**config.mk**
```make
export PLATFORM = sky130hd
export DESIGN_NAME = hcb_ram
export DESIGN_NICKNAME = d
export VERILOG_FILES = /design/src/hcb_ram.sv
export SDC_FILE = /design/constraint.sdc
export NUM_CORES = 2
export LEC_CHECK = 0
export ABC_AREA = 1
export BUFFER_PORTS_ARGS = -buffer_cell sky130_fd_sc_hd__buf_2
export CAP_MARGIN = 40
export CORE_MARGIN = 4
export CORE_UTILIZATION = 36
export DETAILED_ROUTE_END_ITERATION = 10
export GPL_TIMING_DRIVEN = 1
export PLACE_DENSITY = 0.59
export SYNTH_ARGS = -nofsm -noshare
export SYNTH_HDL_FRONTEND = slang
export SYNTH_SLANG_ARGS = --single-unit
```
**constraint.sdc**
```tcl
create_clock -name clock -period 3.9 [get_ports clock]
set_clock_uncertainty 0.2 [all_clocks]
set_input_delay 0 -clock clock [delete_from_list [all_inputs] [get_ports clock]]
set_output_delay 0 -clock clock [all_outputs]
set_load 0.01 [all_outputs]
```
**src/hcb_ram.sv**
```systemverilog
// ----------------------------------------------------------------------------
// hcb_ram
// Generic single-write, single-read RAM with registered read data.
// ----------------------------------------------------------------------------
`default_nettype none

module hcb_ram #(
   parameter int WIDTH = 8,
   parameter int DEPTH = 256
) (
   input  wire logic                     clock,
   input  wire logic                     wr_en,
   input  wire logic [$clog2(DEPTH)-1:0] wr_addr,
   input  wire logic [WIDTH-1:0]         wr_data,
   input  wire logic [$clog2(DEPTH)-1:0] rd_addr,
   output logic      [WIDTH-1:0]         rd_data
);

   logic [WIDTH-1:0] mem [DEPTH];
   logic [WIDTH-1:0] rd_data_ff;

   always_ff @(posedge clock) begin
      if (wr_en) begin
         mem[wr_addr] <= wr_data;
      end
      rd_data_ff <= mem[rd_addr];
   end

   assign rd_data = rd_data_ff;

endmodule

`default_nettype wire

```
==> impl_metrics.yaml <==
run_status:
  status: "complete, no violations"
cts:
  clock_latency_ps: 870
  cts_tree: "yes"
  cts_max_level: 4
  root_buffer: "clkbuf_16"
  post_cts_buffers: 0
  clock_sinks: 2056
  cts.path.max_buffers: 3
  cts_buffers: 207
  clkTransAtPathRegs_ps: 60
synthesis:
  yosysSeqAreaShare_pct: 73.9
  synthesis.area_sq_um: 83400
  synth_fp_nets: 7029
  yosys-top-cells-count: "nand2_1, edfxtp_1, nand3_1, nor2_1, buf_2"
  synth_most_common_cell: "nand2_1"
  synth-edff-count: 2048
  synth_area_leaders: "edfxtp_1, nand3_1, nand2_1, buf_2, nor2_1"
  synth_top_area_cell: "edfxtp_1"
  ys_async_sr_fraction_pct: 0
  synthCells: 7003
  synth_flop_cell: "edfxtp_1"
  ys_warn_count: 0
  synth-seq-cells: 2056
  syn_avg_cell_area_sq_um: 11.9
  synth_top_area_share_pct: 73.7
  synth_cell_types: 14
timing:
  setup_slack_ps: 286
  timing.fmax_mhz: 277
  whs_ps: 39.4
  hold_violations: 0
  max_slew_margin_pct: 39.8
  setup_tns_ps: 0
  tightestPinTransition_ps: 903
  slew_violations: 0
  setup_viol: 0
  fin_crit_sh_pct: 92.7
  finalCriticalPeriod_ps: 3610
  rsz0062_at_grt: "false"
detailed_routing:
  wl_mm: 238
  routed_via_density: 5.36
  wire_per_inst_microns: 23.1
  wl_met3_mm: 17.2
  drtAntennaViolNets: 0
  vias: 55300
  drt_pass1_iterations: 6
  routed-wl-met2_mm: 111
  met1_length_mm: 99.8
  drtIter0Drc: 6740
  routed.top_layer: "met4"
  drc: 0
die:
  die_x_microns: 489
  ios: 34
  initial_core_util_pct: 36.2
  num_rows: 176
  dieArea_sq_um: 239000
  die_h_microns: 489
  core_sq_um: 230000
pwr:
  switchingPower_mw: 10.7
  clkPwrFrac_pct: 41.1
  leakagePower_nw: 33.0
  seqPwrFrac_pct: 52.6
  p_int_mw: 35.6
  vdd_ir_drop_max_mv: 0.386
  switching_share_pct: 23.1
  power_density_nw_per_um2: 487
  combPwrFrac_pct: 6.2
cells_and_area:
  final_area_sq_um: 95100
  nets: 7150
  layout-drive-gt1-share_pct: 8.76
  fin_cells: 10300
  area_growth_pct: 14.0
worst_setup_path:
  arrival_ps: 4160
  critPathMaxFanout: 74
  crit_type: "input pin to register"
  rrSetupSlack_ps: 550
  worstReg2RegEnd: "rd_data[3]$_DFF_P_"
  critPathRequiredTime_ps: 4450
  reg2reg_depth: 12
  r2r_start: "mem[239][3]$_DFFE_PP_"
  crit_path_start_kind: "input pin"
  cp-end-kind: "register"
placed_design:
  pre_cts_slack_ps: 549
  place_inst: 9899
  finalWeightedCongestion: 0.874
  place_area_sq_um: 88200
  hpwl_mm: 138
  numPortBuffers: 33
global_route:
  antenna_found_initial: 4
  grt-ovfl-total: 0
  grt_pass1_wl_mm: 351
  grt_pass1_vias: 52900
  grt_usage_pct: 19.4
  grt_max_degree: 167
worst_hold_path:
  min_path_cells: 2
  hp-class: "input pin to register"
  hp-start: "wr_data[1]"
  worstHoldEndpoint: "mem[78][1]$_DFFE_PP_"
flow_run:
  max_cap_viol_count: 0
==> layout make-up <==
type	instances	area [sq um]
Fill cell	21400	135000
Sequential cell	2056	61700
Multi-Input combinational cell	4425	19100
Clock buffer	268	5470
Timing Repair Buffer	395	3820
Tap cell	3026	3790
Clock inverter	108	981
Inverter	39	180
Antenna cell	4	10.0
==> logic make-up (layout without fill, tap and decap cells) <==
family	after synthesis	after routing	share of synthesized area, %
other cells	0	4	0
flops	2056	2056	73.9
buf+inv	522	810	3.12
simple gates	4425	4425	22.9
==> power groups by stage <==
stage                     sequential [mW]  combinational [mW]  clock, mW
after floorplan                      24.8                1.50          0
after global placement               24.8                2.81          0
after detailed placement             24.8                2.84          0
after CTS                            24.4                2.89       19.3
after global routing                 24.4                3.10       20.3
final                                24.4                2.89       19.0
==> layer usage <==
| metal | vias up | global-route usage (%) |
|---|---|---|
| met5 | - | 0 |
| met4 | 0 | 8.02 |
| met3 | 441 | 2.80 |
| met2 | 2334 | 30.8 |
| met1 | 27400 | 26.9 |
| li1 | 25100 | - |
==> worst max path at each step <==
stage	startpoint	to	slack [ps]	cells past startpoint
floorplan	wr_en	mem[162][0]$_DFFE_PP_	2210	4
global placement	rd_addr[1]	rd_data[6]$_DFF_P_	570	13
detailed placement	rd_addr[1]	rd_data[6]$_DFF_P_	550	13
CTS	rd_addr[1]	rd_data[3]$_DFF_P_	500	15
global route	rd_addr[1]	rd_data[3]$_DFF_P_	350	15
finish	rd_addr[1]	rd_data[3]$_DFF_P_	290	15
==> layout by cell type (no fill, tap or decap), types with 8 or more instances in the layout <==
cell type	netlist	routed
clkbuf_1	112	55
buf_12	0	51
clkinv_2	0	34
nand3_1	2019	2019
nor2_1	283	283
clkbuf_16	0	207
buf_4	46	266
dlygate4sd3_1	0	41
buf_2	268	21
edfxtp_1	2048	2048
dfxtp_1	8	8
buf_8	1	12
nand2_1	2123	2120
bufinv_16	0	9
clkinv_1	0	44
inv_1	36	34
==> registers in the layout, indices dropped and copies added, names as in the netlist <==
name,count
mem,2048
rd_data,8
==> worst max-delay path, cell delays in order <==
cell           delay, ps
buf_8                180
inv_8                510
buf_12               360
buf_4                260
nand3_1               90
nand3_1               90
nand3_1              120
nand3_1              200
nand3_1              430
nand3_1              300
nand2_1               90
nand2_1               70
dlygate4sd3_1        570
nand2_1               60
dlygate4sd3_1        560
==> repair_timing <==
| item | 4_1_cts | 5_1_grt |
|---|---|---|
| hold buffers | 41 | 0 |
| gates resized for setup | 0 | 0 |
| hold endpoints to repair | 3316 | 0 |
==> stage by stage <==
stage | total power, mW | utilization [%]
6_report | 46.3 | 41.3
5_1_grt | 47.8 | 41.3
4_1_cts | 46.6 | 41.3
3_5_place_dp | 27.7 | 38.3
3_3_place_gp | 27.7 | 38.2
2_1_floorplan | 26.3 | -
No activity file was read; power rests on OpenSTA's default activity.
